File: src/hw/rtl/mp2d_pkg.sv
// Shared constants, register codes and configuration type for the 2-D max pooling block.
package mp2d_pkg;

   // Default sizes of the line store and sample path
   localparam int MAX_WIDTH_DEF   = 64;
   localparam int MAX_WINDOW_DEF  = 4;
   localparam int SAMPLE_BITS_DEF = 16;

   // Fixed field widths
   localparam int W_BITS         = 7;
   localparam int ROW_BITS       = 12;
   localparam int WIN_BITS       = 3;
   localparam int CSR_INDEX_BITS = 3;
   localparam int CSR_DATA_BITS  = 12;

   // Register reset values
   localparam logic [W_BITS-1:0]   RST_IMAGE_WIDTH  = 7'd64;
   localparam logic [ROW_BITS-1:0] RST_IMAGE_HEIGHT = 12'd64;
   localparam logic [WIN_BITS-1:0] RST_WINDOW_ROWS  = 3'd2;
   localparam logic [WIN_BITS-1:0] RST_WINDOW_COLS  = 3'd2;
   localparam logic                RST_STRIDE_MODE  = 1'b0;

   // Register indexes on the csr port
   typedef enum logic [CSR_INDEX_BITS-1:0] {
      CSR_IMAGE_WIDTH  = 3'd0,
      CSR_IMAGE_HEIGHT = 3'd1,
      CSR_WINDOW_ROWS  = 3'd2,
      CSR_WINDOW_COLS  = 3'd3,
      CSR_STRIDE_MODE  = 3'd4
   } csr_index_type;

   // Effective (range-limited) configuration
   typedef struct packed {
      logic [W_BITS-1:0]   width;
      logic [ROW_BITS-1:0] height;
      logic [WIN_BITS-1:0] win_rows;
      logic [WIN_BITS-1:0] win_cols;
      logic                stride_step;
   } cfg_type;

endpackage

File: src/hw/rtl/mp2d_csr.sv
// Configuration registers with range limiting of the image and window sizes.
module mp2d_csr
   import mp2d_pkg::*;
#(
   parameter int MAX_WIDTH  = MAX_WIDTH_DEF,
   parameter int MAX_WINDOW = MAX_WINDOW_DEF
) (
   input  logic                      clock,
   input  logic                      reset,
   input  logic                      csr_wr_en,
   input  logic [CSR_INDEX_BITS-1:0] csr_index,
   input  logic [CSR_DATA_BITS-1:0]  csr_wdata,
   output cfg_type                   cfg
);

   logic [W_BITS-1:0]   width_ff,    width_in;
   logic [ROW_BITS-1:0] height_ff,   height_in;
   logic [WIN_BITS-1:0] win_rows_ff, win_rows_in;
   logic [WIN_BITS-1:0] win_cols_ff, win_cols_in;
   logic                mode_ff,     mode_in;
   csr_index_type       index;

   assign index = csr_index_type'(csr_index);

   // Decode the write
   always_comb begin
      width_in    = width_ff;
      height_in   = height_ff;
      win_rows_in = win_rows_ff;
      win_cols_in = win_cols_ff;
      mode_in     = mode_ff;
      if (csr_wr_en) begin
         unique case (index)
            CSR_IMAGE_WIDTH:  width_in    = csr_wdata[W_BITS-1:0];
            CSR_IMAGE_HEIGHT: height_in   = csr_wdata[ROW_BITS-1:0];
            CSR_WINDOW_ROWS:  win_rows_in = csr_wdata[WIN_BITS-1:0];
            CSR_WINDOW_COLS:  win_cols_in = csr_wdata[WIN_BITS-1:0];
            CSR_STRIDE_MODE:  mode_in     = csr_wdata[0];
            default: ;
         endcase
      end
   end

   always_ff @(posedge clock) begin
      if (reset) begin
         width_ff    <= RST_IMAGE_WIDTH;
         height_ff   <= RST_IMAGE_HEIGHT;
         win_rows_ff <= RST_WINDOW_ROWS;
         win_cols_ff <= RST_WINDOW_COLS;
         mode_ff     <= RST_STRIDE_MODE;
      end else begin
         width_ff    <= width_in;
         height_ff   <= height_in;
         win_rows_ff <= win_rows_in;
         win_cols_ff <= win_cols_in;
         mode_ff     <= mode_in;
      end
   end

   // Limit sizes: zero acts as one, oversize width or window acts as the maximum
   always_comb begin
      if (width_ff == '0) begin
         cfg.width = W_BITS'(1);
      end else if (int'(width_ff) > MAX_WIDTH) begin
         cfg.width = W_BITS'(MAX_WIDTH);
      end else begin
         cfg.width = width_ff;
      end

      cfg.height = (height_ff == '0) ? ROW_BITS'(1) : height_ff;

      if (win_rows_ff == '0) begin
         cfg.win_rows = WIN_BITS'(1);
      end else if (int'(win_rows_ff) > MAX_WINDOW) begin
         cfg.win_rows = WIN_BITS'(MAX_WINDOW);
      end else begin
         cfg.win_rows = win_rows_ff;
      end

      if (win_cols_ff == '0) begin
         cfg.win_cols = WIN_BITS'(1);
      end else if (int'(win_cols_ff) > MAX_WINDOW) begin
         cfg.win_cols = WIN_BITS'(MAX_WINDOW);
      end else begin
         cfg.win_cols = win_cols_ff;
      end

      cfg.stride_step = mode_ff;
   end

endmodule

File: src/hw/rtl/mp2d_div_small.sv
// Exact quotient of a counter by a small window size, by multiplication with a reciprocal.
module mp2d_div_small
   import mp2d_pkg::*;
#(
   parameter int X_BITS  = ROW_BITS,
   parameter int MAX_DIV = MAX_WINDOW_DEF
) (
   input  logic [X_BITS-1:0]   dividend,
   input  logic [WIN_BITS-1:0] divisor,
   output logic [X_BITS-1:0]   quotient
);

   localparam int SHIFT    = X_BITS + $clog2(MAX_DIV);
   localparam int M_BITS   = SHIFT + 1;
   localparam int P_BITS   = X_BITS + M_BITS;
   localparam int IDX_BITS = (MAX_DIV > 2) ? $clog2(MAX_DIV) : 1;

   logic [M_BITS-1:0]   recip [MAX_DIV];
   logic [WIN_BITS-1:0] div_m1;
   logic [IDX_BITS-1:0] idx;
   logic [P_BITS-1:0]   prod;

   // ceil(2^SHIFT / d) is exact for every dividend below 2^X_BITS
   for (genvar g = 0; g < MAX_DIV; g++) begin : g_recip
      localparam longint unsigned RECIP = ((64'd1 << SHIFT) + g) / (g + 1);
      assign recip[g] = M_BITS'(RECIP);
   end

   assign div_m1   = divisor - WIN_BITS'(1);
   assign idx      = div_m1[IDX_BITS-1:0];
   assign prod     = P_BITS'(dividend) * P_BITS'(recip[idx]);
   assign quotient = prod[SHIFT +: X_BITS];

endmodule

File: src/hw/rtl/mp2d_line_bank.sv
// One row of the line store: single address port, registered read.
module mp2d_line_bank #(
   parameter int DATA_BITS = 16,
   parameter int DEPTH     = 64
) (
   input  logic                         clock,
   input  logic                         wr_en,
   input  logic                         rd_en,
   input  logic [$clog2(DEPTH)-1:0]     addr,
   input  logic signed [DATA_BITS-1:0]  wr_data,
   output logic signed [DATA_BITS-1:0]  rd_data
);

   logic signed [DATA_BITS-1:0] mem [DEPTH];
   logic signed [DATA_BITS-1:0] rd_data_ff;

   // Read returns the old word when the same entry is written
   always_ff @(posedge clock) begin
      if (wr_en) begin
         mem[addr] <= wr_data;
      end
      if (rd_en) begin
         rd_data_ff <= mem[addr];
      end
   end

   assign rd_data = rd_data_ff;

endmodule

File: src/hw/rtl/max_pool_2d_window_core.sv
// Top level of the streaming 2-D max pooling block.
//
// Usage: samples enter in raster order on the req_ channel (valid/ready), one
// word per clock when the output side keeps up. Each accepted word that
// completes a pooling window produces one rsp_ word carrying the window
// maximum, its row and column in the pooled matrix, and a frame_last flag on
// the final result of the frame; other words produce nothing.
// A result passes from stage 1 through stage 2 into the output register.
// Throughput: one sample per cycle while the output side keeps up, set by the
// single-port row banks being read and written once per accepted word.
// The csr_ port writes image width/height, window rows/cols and stride mode;
// write only while no word is in flight. Changes apply to the next sample,
// row/column counters are kept.
// Reset clears the counters, the pipeline valids, the column max shift
// register and the configuration to its defaults. Line store contents are not
// cleared; the first rows of a frame overwrite them before use.
// When rsp_ready is low and a result waits, words without a result still drain
// through; req_ready drops once stage 1 also fills behind a blocked result.
module max_pool_2d_window_core
   import mp2d_pkg::*;
#(
   parameter  int MAX_WIDTH   = MAX_WIDTH_DEF,
   parameter  int MAX_WINDOW  = MAX_WINDOW_DEF,
   parameter  int SAMPLE_BITS = SAMPLE_BITS_DEF,
   localparam int COL_BITS    = $clog2(MAX_WIDTH)
) (
   input  logic                          clock,
   input  logic                          reset,
   input  logic                          csr_wr_en,
   input  logic [CSR_INDEX_BITS-1:0]     csr_index,
   input  logic [CSR_DATA_BITS-1:0]      csr_wdata,
   input  logic                          req_valid,
   output logic                          req_ready,
   input  logic signed [SAMPLE_BITS-1:0] req_pixel_value,
   output logic                          rsp_valid,
   input  logic                          rsp_ready,
   output logic signed [SAMPLE_BITS-1:0] rsp_pooled_value,
   output logic [ROW_BITS-1:0]           rsp_out_row,
   output logic [COL_BITS-1:0]           rsp_out_col,
   output logic                          rsp_frame_last
);

   localparam int STORE_ROWS = MAX_WINDOW - 1;
   localparam int SLOT_BITS  = (STORE_ROWS > 1) ? $clog2(STORE_ROWS) : 1;
   localparam int CW         = (COL_BITS + 1 > W_BITS) ? COL_BITS + 1 : W_BITS;
   localparam int CW1        = CW + 1;
   localparam int RW         = ROW_BITS + 1;
   localparam int DW         = ((SLOT_BITS > WIN_BITS) ? SLOT_BITS : WIN_BITS) + 1;

   cfg_type cfg;

   // Handshake and pipeline control
   logic accept;
   logic out_free, s1_go, s2_go, s2_free;
   logic s1_valid_ff, s1_valid_in;
   logic s2_valid_ff, s2_valid_in;
   logic rsp_valid_ff, rsp_valid_in;

   // Position counters
   logic [COL_BITS-1:0]  col_ff,  col_in;
   logic [ROW_BITS-1:0]  row_ff,  row_in;
   logic [SLOT_BITS-1:0] slot_ff, slot_in;
   logic [COL_BITS-1:0]  mem_addr;
   logic [ROW_BITS-1:0]  row_q;
   logic [COL_BITS-1:0]  col_q;
   logic [STORE_ROWS-1:0] take_in;

   // Stage 1
   logic signed [SAMPLE_BITS-1:0] s1_pixel_ff, s1_pixel_in;
   logic [ROW_BITS-1:0]           s1_row_ff,   s1_row_in;
   logic [COL_BITS-1:0]           s1_col_ff,   s1_col_in;
   logic [ROW_BITS-1:0]           s1_row_q_ff, s1_row_q_in;
   logic [COL_BITS-1:0]           s1_col_q_ff, s1_col_q_in;
   logic [STORE_ROWS-1:0]         s1_take_ff,  s1_take_in;
   logic signed [SAMPLE_BITS-1:0] bank_data [STORE_ROWS];
   logic signed [SAMPLE_BITS-1:0] colmax;
   logic                          emit;
   logic [ROW_BITS-1:0]           orow;
   logic [COL_BITS-1:0]           ocol;
   logic                          last;

   // Stage 2
   logic signed [SAMPLE_BITS-1:0] shift_ff [MAX_WINDOW];
   logic signed [SAMPLE_BITS-1:0] shift_in [MAX_WINDOW];
   logic                          s2_emit_ff, s2_emit_in;
   logic [ROW_BITS-1:0]           s2_row_ff,  s2_row_in;
   logic [COL_BITS-1:0]           s2_col_ff,  s2_col_in;
   logic                          s2_last_ff, s2_last_in;
   logic signed [SAMPLE_BITS-1:0] winmax;

   // Output register
   logic signed [SAMPLE_BITS-1:0] rsp_value_ff, rsp_value_in;
   logic [ROW_BITS-1:0]           rsp_row_ff,   rsp_row_in;
   logic [COL_BITS-1:0]           rsp_col_ff,   rsp_col_in;
   logic                          rsp_last_ff,  rsp_last_in;

   mp2d_csr #(
      .MAX_WIDTH  (MAX_WIDTH),
      .MAX_WINDOW (MAX_WINDOW)
   ) u_csr (
      .clock     (clock),
      .reset     (reset),
      .csr_wr_en (csr_wr_en),
      .csr_index (csr_index),
      .csr_wdata (csr_wdata),
      .cfg       (cfg)
   );

   // Flow control: a stage moves when the one after it is free or moving; a stage 2 word with no result need not wait
   assign out_free  = !rsp_valid_ff || rsp_ready;
   assign s2_go     = s2_valid_ff && (!s2_emit_ff || out_free);
   assign s2_free   = !s2_valid_ff || s2_go;
   assign s1_go     = s1_valid_ff && s2_free;
   assign req_ready = !s1_valid_ff || s1_go;
   assign accept    = req_valid && req_ready;

   // Advance column, row and line store slot on each accepted word
   always_comb begin
      col_in  = col_ff;
      row_in  = row_ff;
      slot_in = slot_ff;
      if (accept) begin
         if (CW'(col_ff) + CW'(1) >= CW'(cfg.width)) begin
            col_in = '0;
            if (RW'(row_ff) + RW'(1) >= RW'(cfg.height)) begin
               row_in  = '0;
               slot_in = '0;
            end else begin
               row_in  = row_ff + ROW_BITS'(1);
               slot_in = (slot_ff == SLOT_BITS'(STORE_ROWS - 1)) ? '0
                                                                 : slot_ff + SLOT_BITS'(1);
            end
         end else begin
            col_in = col_ff + COL_BITS'(1);
         end
      end
   end

   assign mem_addr = (int'(col_ff) > MAX_WIDTH - 1) ? COL_BITS'(MAX_WIDTH - 1) : col_ff;

   // Select the banks that hold the window's older rows; the bank of the
   // current slot still holds the row a full store depth back until this word
   // overwrites it
   always_comb begin
      logic [DW-1:0] row_gap;
      row_gap = '0;
      for (int b = 0; b < STORE_ROWS; b++) begin
         if (DW'(slot_ff) >= DW'(b)) begin
            row_gap = DW'(slot_ff) - DW'(b);
         end else begin
            row_gap = DW'(slot_ff) + DW'(STORE_ROWS) - DW'(b);
         end
         if (row_gap == '0) begin
            row_gap = DW'(STORE_ROWS);
         end
         take_in[b] = row_gap < DW'(cfg.win_rows);
      end
   end

   for (genvar b = 0; b < STORE_ROWS; b++) begin : g_bank
      mp2d_line_bank #(
         .DATA_BITS (SAMPLE_BITS),
         .DEPTH     (MAX_WIDTH)
      ) u_bank (
         .clock   (clock),
         .wr_en   (accept && (slot_ff == SLOT_BITS'(b))),
         .rd_en   (accept),
         .addr    (mem_addr),
         .wr_data (req_pixel_value),
         .rd_data (bank_data[b])
      );
   end

   mp2d_div_small #(
      .X_BITS  (ROW_BITS),
      .MAX_DIV (MAX_WINDOW)
   ) u_row_div (
      .dividend (row_ff),
      .divisor  (cfg.win_rows),
      .quotient (row_q)
   );

   mp2d_div_small #(
      .X_BITS  (COL_BITS),
      .MAX_DIV (MAX_WINDOW)
   ) u_col_div (
      .dividend (col_ff),
      .divisor  (cfg.win_cols),
      .quotient (col_q)
   );

   // Stage 1 load
   always_comb begin
      s1_valid_in = s1_valid_ff;
      s1_pixel_in = s1_pixel_ff;
      s1_row_in   = s1_row_ff;
      s1_col_in   = s1_col_ff;
      s1_row_q_in = s1_row_q_ff;
      s1_col_q_in = s1_col_q_ff;
      s1_take_in  = s1_take_ff;
      if (accept) begin
         s1_valid_in = 1'b1;
         s1_pixel_in = req_pixel_value;
         s1_row_in   = row_ff;
         s1_col_in   = col_ff;
         s1_row_q_in = row_q;
         s1_col_q_in = col_q;
         s1_take_in  = take_in;
      end else if (s1_go) begin
         s1_valid_in = 1'b0;
      end
   end

   // Column maximum over the window's rows
   always_comb begin
      colmax = s1_pixel_ff;
      for (int b = 0; b < STORE_ROWS; b++) begin
         if (s1_take_ff[b] && (bank_data[b] > colmax)) begin
            colmax = bank_data[b];
         end
      end
   end

   // Decide whether this word completes a window, and where the result goes
   always_comb begin
      logic [ROW_BITS-1:0] rem_r;
      logic [CW-1:0]       rem_c;
      logic                fits;
      rem_r = s1_row_ff - ROW_BITS'(s1_row_q_ff * ROW_BITS'(cfg.win_rows));
      rem_c = CW'(s1_col_ff) - CW'(CW'(s1_col_q_ff) * CW'(cfg.win_cols));
      fits  = (RW'(s1_row_ff) + RW'(1) >= RW'(cfg.win_rows))
           && (CW'(s1_col_ff) + CW'(1) >= CW'(cfg.win_cols))
           && (s1_row_ff < cfg.height)
           && (CW'(s1_col_ff) < CW'(cfg.width));
      if (!cfg.stride_step) begin
         emit = fits;
         orow = ROW_BITS'(RW'(s1_row_ff) + RW'(1) - RW'(cfg.win_rows));
         ocol = COL_BITS'(CW'(s1_col_ff) + CW'(1) - CW'(cfg.win_cols));
         last = (RW'(s1_row_ff) + RW'(1) == RW'(cfg.height))
             && (CW'(s1_col_ff) + CW'(1) == CW'(cfg.width));
      end else begin
         emit = fits
             && (rem_r == ROW_BITS'(cfg.win_rows - WIN_BITS'(1)))
             && (rem_c == CW'(cfg.win_cols - WIN_BITS'(1)));
         orow = s1_row_q_ff;
         ocol = s1_col_q_ff;
         last = (RW'(s1_row_ff) + RW'(1) + RW'(cfg.win_rows) > RW'(cfg.height))
             && (CW1'(s1_col_ff) + CW1'(1) + CW1'(cfg.win_cols) > CW1'(cfg.width));
      end
   end

   // Stage 2 load and column max shift
   always_comb begin
      s2_valid_in = s2_valid_ff;
      s2_emit_in  = s2_emit_ff;
      s2_row_in   = s2_row_ff;
      s2_col_in   = s2_col_ff;
      s2_last_in  = s2_last_ff;
      shift_in    = shift_ff;
      if (s1_go) begin
         s2_valid_in = 1'b1;
         s2_emit_in  = emit;
         s2_row_in   = orow;
         s2_col_in   = ocol;
         s2_last_in  = last;
         shift_in[0] = colmax;
         for (int k = 1; k < MAX_WINDOW; k++) begin
            shift_in[k] = shift_ff[k-1];
         end
      end else if (s2_go) begin
         s2_valid_in = 1'b0;
      end
   end

   // Window maximum over the newest columns
   always_comb begin
      winmax = shift_ff[0];
      for (int k = 1; k < MAX_WINDOW; k++) begin
         if ((k < int'(cfg.win_cols)) && (shift_ff[k] > winmax)) begin
            winmax = shift_ff[k];
         end
      end
   end

   // Output register: load a result, drop it once taken
   always_comb begin
      rsp_valid_in = rsp_valid_ff;
      rsp_value_in = rsp_value_ff;
      rsp_row_in   = rsp_row_ff;
      rsp_col_in   = rsp_col_ff;
      rsp_last_in  = rsp_last_ff;
      if (s2_go && s2_emit_ff) begin
         rsp_valid_in = 1'b1;
         rsp_value_in = winmax;
         rsp_row_in   = s2_row_ff;
         rsp_col_in   = s2_col_ff;
         rsp_last_in  = s2_last_ff;
      end else if (rsp_ready) begin
         rsp_valid_in = 1'b0;
      end
   end

   // Control state
   always_ff @(posedge clock) begin
      if (reset) begin
         col_ff       <= '0;
         row_ff       <= '0;
         slot_ff      <= '0;
         s1_valid_ff  <= 1'b0;
         s2_valid_ff  <= 1'b0;
         rsp_valid_ff <= 1'b0;
         for (int k = 0; k < MAX_WINDOW; k++) begin
            shift_ff[k] <= '0;
         end
      end else begin
         col_ff       <= col_in;
         row_ff       <= row_in;
         slot_ff      <= slot_in;
         s1_valid_ff  <= s1_valid_in;
         s2_valid_ff  <= s2_valid_in;
         rsp_valid_ff <= rsp_valid_in;
         shift_ff     <= shift_in;
      end
   end

   // Payload
   always_ff @(posedge clock) begin
      s1_pixel_ff  <= s1_pixel_in;
      s1_row_ff    <= s1_row_in;
      s1_col_ff    <= s1_col_in;
      s1_row_q_ff  <= s1_row_q_in;
      s1_col_q_ff  <= s1_col_q_in;
      s1_take_ff   <= s1_take_in;
      s2_emit_ff   <= s2_emit_in;
      s2_row_ff    <= s2_row_in;
      s2_col_ff    <= s2_col_in;
      s2_last_ff   <= s2_last_in;
      rsp_value_ff <= rsp_value_in;
      rsp_row_ff   <= rsp_row_in;
      rsp_col_ff   <= rsp_col_in;
      rsp_last_ff  <= rsp_last_in;
   end

   assign rsp_valid        = rsp_valid_ff;
   assign rsp_pooled_value = rsp_value_ff;
   assign rsp_out_row      = rsp_row_ff;
   assign rsp_out_col      = rsp_col_ff;
   assign rsp_frame_last   = rsp_last_ff;

endmodule

File: config.mk
export PLATFORM = sky130hd
export DESIGN_NAME = max_pool_2d_window_core
export DESIGN_NICKNAME = d
export VERILOG_FILES = /design/src/hw/rtl/mp2d_pkg.sv /design/src/hw/rtl/mp2d_csr.sv /design/src/hw/rtl/mp2d_div_small.sv /design/src/hw/rtl/mp2d_line_bank.sv /design/src/hw/rtl/max_pool_2d_window_core.sv
export SDC_FILE = /design/constraint.sdc
export NUM_CORES = 2
export LEC_CHECK = 0
export ABC_AREA = 1
export BUFFER_PORTS_ARGS = -buffer_cell sky130_fd_sc_hd__buf_2
export CORE_ASPECT_RATIO = 0.9
export CORE_UTILIZATION = 50
export DETAILED_ROUTE_END_ITERATION = 12
export PLACE_DENSITY = 0.74
export SLEW_MARGIN = 40
export SYNTH_ARGS = -nofsm -noshare
export SYNTH_HDL_FRONTEND = slang
export SYNTH_SLANG_ARGS = --single-unit
File: constraint.sdc
create_clock -name clock -period 12.3 [get_ports clock]
set_input_delay 1.845 -clock clock [delete_from_list [all_inputs] [get_ports clock]]
set_output_delay 1.845 -clock clock [all_outputs]
set_load 0.05 [all_outputs]
# Yosys cells after proc, flatten, opt, wreduce, memory -nomap -nowiden
# Memory sizes are Yosys's and may differ from the RTL's. A register that Yosys moved wholly into a read port is not among the register bits.
# Index checks and enable logic that the tools add are counted.
# classes
addsub	23
multipliers	4
magnitude_cmp	27
eq_ne	10
mux	44
n_bitwise	2
reduce_logical	46
# op_table
cell	n
16-bit greater-than comparator	6
16-bit two-way mux	6
12-bit two-way mux	3
15-bit binary-select mux with 2-bit select	1
15-bit two-way mux	2
12-bit by 1-bit adder with 13-bit output, second input constant	2
12-bit by 15-bit multiplier with 26-bit output	1
6-bit by 1-bit adder with 7-bit output, second input constant	3
1-bit logical AND	20
9-bit binary-select mux with 2-bit select	1
9-bit two-way mux	2
4-bit two-way mux	4
7-bit equality test	2
6-bit by 9-bit multiplier with 14-bit output	1
1-bit two-way mux	14
7-bit two-way mux	2
13-bit by 3-bit adder with 13-bit output	1
13-bit by 12-bit equality test with 1-bit output	1
13-bit by 12-bit >= comparator with 1-bit output	1
13-bit by 3-bit >= comparator with 1-bit output	1
13-bit by 12-bit greater-than comparator with 1-bit output	1
12-bit by 1-bit adder with 12-bit output, second input constant	1
12-bit equality test	1
12-bit logical NOT	1
47 further kinds	78
# word_totals
ff_bits	223
ramBits	3072
input_bits	36
output_inout_bits	37
word_cells	188
memories	3
# mem_list
memory	depth	width	read_ports	rd_ports_with_merged_regs	wr	line_no	source
g_bank[0].u_bank.mem	64	16	1	1	1	mp2d_line_bank.sv:14	logic signed [DATA_BITS-1:0] mem [DEPTH];
g_bank[1].u_bank.mem	64	16	1	1	1	mp2d_line_bank.sv:14	
g_bank[2].u_bank.mem	64	16	1	1	1	mp2d_line_bank.sv:14	

# Logic depth before layout (Yosys ltp)
# depth
depth_word	12
mapped_depth	44
depth_no_buf	42

# By module
# Synthesis repeated with hierarchy kept, for this count alone.
# unflattened
hier_cells	15872
area_unflattened_um2	154374.3
# by_module_without_submodules
mod	n_inst	cells_per_inst	area_each_um2	seq_area_each_um2
mp2d_line_bank	3	4256	43729.4	31230.0
max_pool_2d_window_core	1	2188	16838.6	5044.8
mp2d_div_small at u_row_div	1	531	3846.2	0.0
mp2d_csr	1	210	1330.0	520.5
mp2d_div_small at u_col_div	1	175	1171.1	0.0

# Worst setup path before layout
# No wires, ideal clock.
# synth_timing
kind	input to register
startpoint	input rsp_ready
endpoint	memory g_bank[0].u_bank.mem[10][0] (enable)
setup_ps	388
t_arrival_ps	5235
required_ps	11912
path_slack_ps	6677
stages	9
n_path_buf	1
cell_sequence	nor2_1 inv_1 nor2_1 nand2_1 nand2_1 inv_2 nand2_1 clkbuf_1 nor2_1
# synth_via
elab_chain_cells	10
# synth_lines
element	line_no	source
from (decl)	max_pool_2d_window_core.sv:36	input logic rsp_ready,
1-bit logical OR	max_pool_2d_window_core.sv:110	assign out_free = !rsp_valid_ff || rsp_ready;
1-bit logical OR	max_pool_2d_window_core.sv:111	assign s2_go = s2_valid_ff && (!s2_emit_ff || out_free);
1-bit logical AND	max_pool_2d_window_core.sv:111	
1-bit logical OR	max_pool_2d_window_core.sv:112	assign s2_free = !s2_valid_ff || s2_go;
1-bit logical AND	max_pool_2d_window_core.sv:113	assign s1_go = s1_valid_ff && s2_free;
1-bit logical OR	max_pool_2d_window_core.sv:114	assign req_ready = !s1_valid_ff || s1_go;
named net req_ready	max_pool_2d_window_core.sv:33	output logic req_ready,
1-bit logical AND	max_pool_2d_window_core.sv:115	assign accept = req_valid && req_ready;
named net accept	max_pool_2d_window_core.sv:53	logic accept;
1-bit logical AND	max_pool_2d_window_core.sv:166	.wr_en (accept && (slot_ff == SLOT_BITS'(b))),
1-bit two-way mux	mp2d_line_bank.sv:19	if (wr_en) begin
1-bit two-way mux (not written as such)	mp2d_line_bank.sv:20	mem[addr] <= wr_data;
to (decl)	mp2d_line_bank.sv:14	
# The timed path passes the listed nets, and every way through them passes these cells.

# Worst setup path after layout
# layout_timing
startpoint	register u_csr.win_cols_ff[2]
endpoint	register rsp_value_ff[1], in the netlist rsp_pooled_value[1], data pin
# layout_via
elab_chain_cells	12
word_cells_on_any_way	15
classes_between	order compare (6); mux (5); reduce/logical (4)
# layout_lines
element	line_no	source
from (decl)	mp2d_csr.sv:19	logic [WIN_BITS-1:0] win_cols_ff, win_cols_in;
from (signal assigned)	mp2d_csr.sv:55	win_cols_ff <= win_cols_in;
3-bit greater-than comparator	mp2d_csr.sv:82	end else if (int'(win_cols_ff) > MAX_WINDOW) begin
3-bit two-way mux	mp2d_csr.sv:82	
3-bit two-way mux (*)	mp2d_csr.sv:80	if (win_cols_ff == '0) begin
1-bit by 3-bit < comparator with 1-bit output	max_pool_2d_window_core.sv:279	if ((k < int'(cfg.win_cols)) && (shift_ff[k] > winmax)) begin
1-bit logical AND	max_pool_2d_window_core.sv:279	
16-bit two-way mux	max_pool_2d_window_core.sv:279	
16-bit greater-than comparator	max_pool_2d_window_core.sv:279	
1-bit logical AND	max_pool_2d_window_core.sv:279	
16-bit two-way mux	max_pool_2d_window_core.sv:279	
16-bit greater-than comparator	max_pool_2d_window_core.sv:279	
1-bit logical AND	max_pool_2d_window_core.sv:279	
16-bit two-way mux (*)	max_pool_2d_window_core.sv:279	
named net winmax[1]	max_pool_2d_window_core.sv:89	logic signed [SAMPLE_BITS-1:0] winmax;
to (signal assigned)	max_pool_2d_window_core.sv:338	rsp_value_ff <= rsp_value_in;
to (decl)	max_pool_2d_window_core.sv:92	logic signed [SAMPLE_BITS-1:0] rsp_value_ff, rsp_value_in;
# Mark *: on every way through the listed nets, which the timed path passes. The rest lies on a longest branch.
# A chain may end at the register's enable or synchronous reset.

==> impl_results.md <==
- Yosys warns: 0
- Post-layout util: a little under three fifths
- Clock Path Buffers: 4
- Wirelength, routed: 373 mm
- HP Class: flip-flop to flip-flop
- Root buffer cell: clkbuf_16
- CTS resizes: 0
- #FFs+latches synth: about 3,300
- Die H: 493 µm
- CTS tree: done
- Final cycle utilization of the critical path: approximately 58%
- Final Skew: 109 ps
- Drt drc: 0
- Pre-antenna DRT Iters: 6
- DR WL/cell: about 29 µm
- Max Clk Rate: ~140 MHz
- Crit path top cell by count: o21ai_0
- Static Leak: around 50 nW
- Unrepaired setup endpoints after global routing: false
- Vias/cell: roughly 6.3
- Top delay family on crit path: compound AO/OA/AOI/OAI gates
- Critical path data required time: 12,840 ps
- Crit Path Max Fanout: 32
- FP Rows: between 150 and 200
- Post-CTS setup repair buffer count: 0
- Port bufs: 72
- Crit start category: flip-flop
- Worst-Skew Late Latency: about 900 ps
- I/O pin count: 73
- Reg clk slew, reported paths: 60 ps
- Post-route ant nets: 0
- Share of synthesized registers carrying an async set or reset: 0%
- Detailed placement HPWL: 218 mm
- Mapped Nets: 9,608
- Ys flop type: edfxtp_1
- Maximum VDD drop: 0.138 mV
- Pre-CTS setup slack: between 4000 and 5000 ps
- Max Cap Viol: 0
- Post-Syn Instances: 9,154
- Worst path slowest cell: o21ai_1
- Area Overhead vs Synth: 12.0%
- FILL cells: approximately 20,000
- Die X: 547 µm
- Routed via count: 83,000
- Setup TNS: 0 ps
- Core ar.: 265,000 µm²
- Initial Util: 50.5%
- Status: finished clean
- Max-slew violations: 0
- Die ar.: 270,000 µm²
- Setup crit end kind: flip-flop
- Maximum level of the CTS H-tree: 5
- PD cells: 163 nW/µm²
- Max stage delay on crit path: 550 ps
- Post-synthesis cell area: ~130,000 µm²
- Hold Buf Count CTS: 0
- Sink Count: 3,343
- RD Place Congestion: 0.882
- Total gr overflow: 0
- Fin. Hold Viols: 0
- Clock buffer count from CTS: 312
- Sequential fraction of the synthesis area: 74.2%
- Synth unique cells: 62
- Nets: around 9,800
- Total track usage: between 20 and 30%
- Final critical-path setup slack: 5170 ps
- Worst EP arrival: about 7700 ps
- First-pass GRT wire length: 542 mm
- Final setup violation count: 0
- Starting DRC count in detailed routing: 11,400
- Vias in the first global route: 80,800
- Post-synth EDFFs: 3,230
- Worst Tran Pin Value: 1010 ps
- Setup CP Type: flip-flop to flip-flop
- WP buf/inv: 4
- Largest net degree at the start of global routing: 123
- Mean Syn Cell Area: approximately 15 µm²
- Worst slew margin: 33.0%
- Initial antenna violation count: 14
- Post-layout min period: 7130 ps
- Layout cells sized above 1: 9.77%
==> final cells by class <==
type	instances	area, µm²	area share (%)
clock inverter	175	1710	1.14
multi-input combinational	4868	31800	21.2
tap	3529	4420	2.95
sequential	3343	99300	66.2
timing repair buffer	313	2690	1.79
inverter	467	1760	1.17
antenna	5	12.5	0.00835
clock buffer	377	8240	5.50
==> per-layer routing <==
layer | vias to the layer above | wire length (µm) | track usage [%]
met1 | 41100 | 139000 | 37.2
met5 | - | 38 | 0
met3 | 889 | 47100 | 6.09
li1 | 35300 | - | -
met4 | 6 | 17500 | 11.3
met2 | 5667 | 169000 | 42.4
==> cells in the mapped netlist, drive strengths merged (19+ instances only) <==
library cell,n,area [µm²]
a31oi,24,150
xor2,70,613
a221oi,378,3310
a211oi,19,143
a21oi,228,1140
nand3,96,515
inv,465,1750
ha,320,4000
clkbuf,357,1340
buf,119,488
nand2,1599,6020
a22oi,461,3460
a22o,340,2980
or2,27,169
xnor2,23,201
fa,98,1960
nor3,25,125
edfxtp,3230,97000
dfxtp,113,2260
nor2,405,1540
o21ai,216,1080
nand4,416,2600
==> placed cells by master (no fill, tap or decap), drive strengths merged, types with 15 or more instances in the layout <==
cell type	Yosys	layout
edfxtp	3230	3230
a211oi	19	19
fa	98	98
nand2	1599	1599
dfxtp	113	113
a22oi	461	461
nor3	25	25
o21ai	216	216
a21oi	228	228
and2	15	15
inv	465	472
nor2	405	405
nand4	416	416
ha	320	320
xor2	70	70
clkinv	2	136
a22o	340	340
buf	119	311
clkbuf	357	379
or2	27	27
xnor2	23	23
bufinv	0	27
o21bai	15	15
a31oi	24	24
a221oi	378	378
nand3	96	96
==> metrics by stage <==
step | std cells | total power [mW] | area (µm²) | hold WS [ps]
floorplan | 9154 | 14.1 | 134000 | 400
global placement | 12500 | 15.0 | 139000 | 403
detailed placement | 12500 | 15.0 | 140000 | 405
CTS | 13100 | 24.4 | 150000 | 416
global route | 13100 | 25.0 | 150000 | 422
finish | 13100 | 24.4 | 150000 | 416
==> flip-flops by register name (all words and copies together), names as in the netlist, 7 cells and up <==
signal                 flops
s1_row_q_ff               12
u_csr.width_ff             7
rsp_out_row               12
u_csr.height_ff           12
row_ff                    12
s1_row_ff                 12
g_bank.u_bank.rd_data     48
rsp_pooled_value          16
s2_row_ff                 12
g_bank.u_bank.mem       3072
s1_pixel_ff               16
shift_ff                  64
==> worst paths after layout <==
path	from	to	slack, ps	depth (start not counted)
worst max register to register	u_csr.win_cols_ff[2]$_SDFFE_PP0P_	rsp_pooled_value[1]$_DFFE_PP_	5170	27
worst max-delay path	u_csr.win_cols_ff[2]$_SDFFE_PP0P_	rsp_pooled_value[1]$_DFFE_PP_	5170	27
worst min register to register	s2_col_ff[3]$_DFFE_PP_	rsp_out_col[3]$_DFFE_PP_	420	0
worst min-delay path	s2_col_ff[3]$_DFFE_PP_	rsp_out_col[3]$_DFFE_PP_	420	0
==> power by group <==
group          internal, mW  leakage [nW]  switching [mW]
clock                  5.36          4.87            4.19
combinational         0.651          16.0            1.55
sequential             12.6          30.1          0.0713
==> logic make-up (layout without fill, tap and decap cells) <==
group,count (synthesis),after routing,synth area share [%]
compound gates,1753,1753,9.70
xor+xnor,93,93,0.609
fa+ha+maj,418,418,4.46
buf+inv,943,1332,2.68
flops,3343,3343,74.2
other cells,0,5,0
simple gates,2604,2604,8.39
No activity file was read; power rests on OpenSTA's default activity.
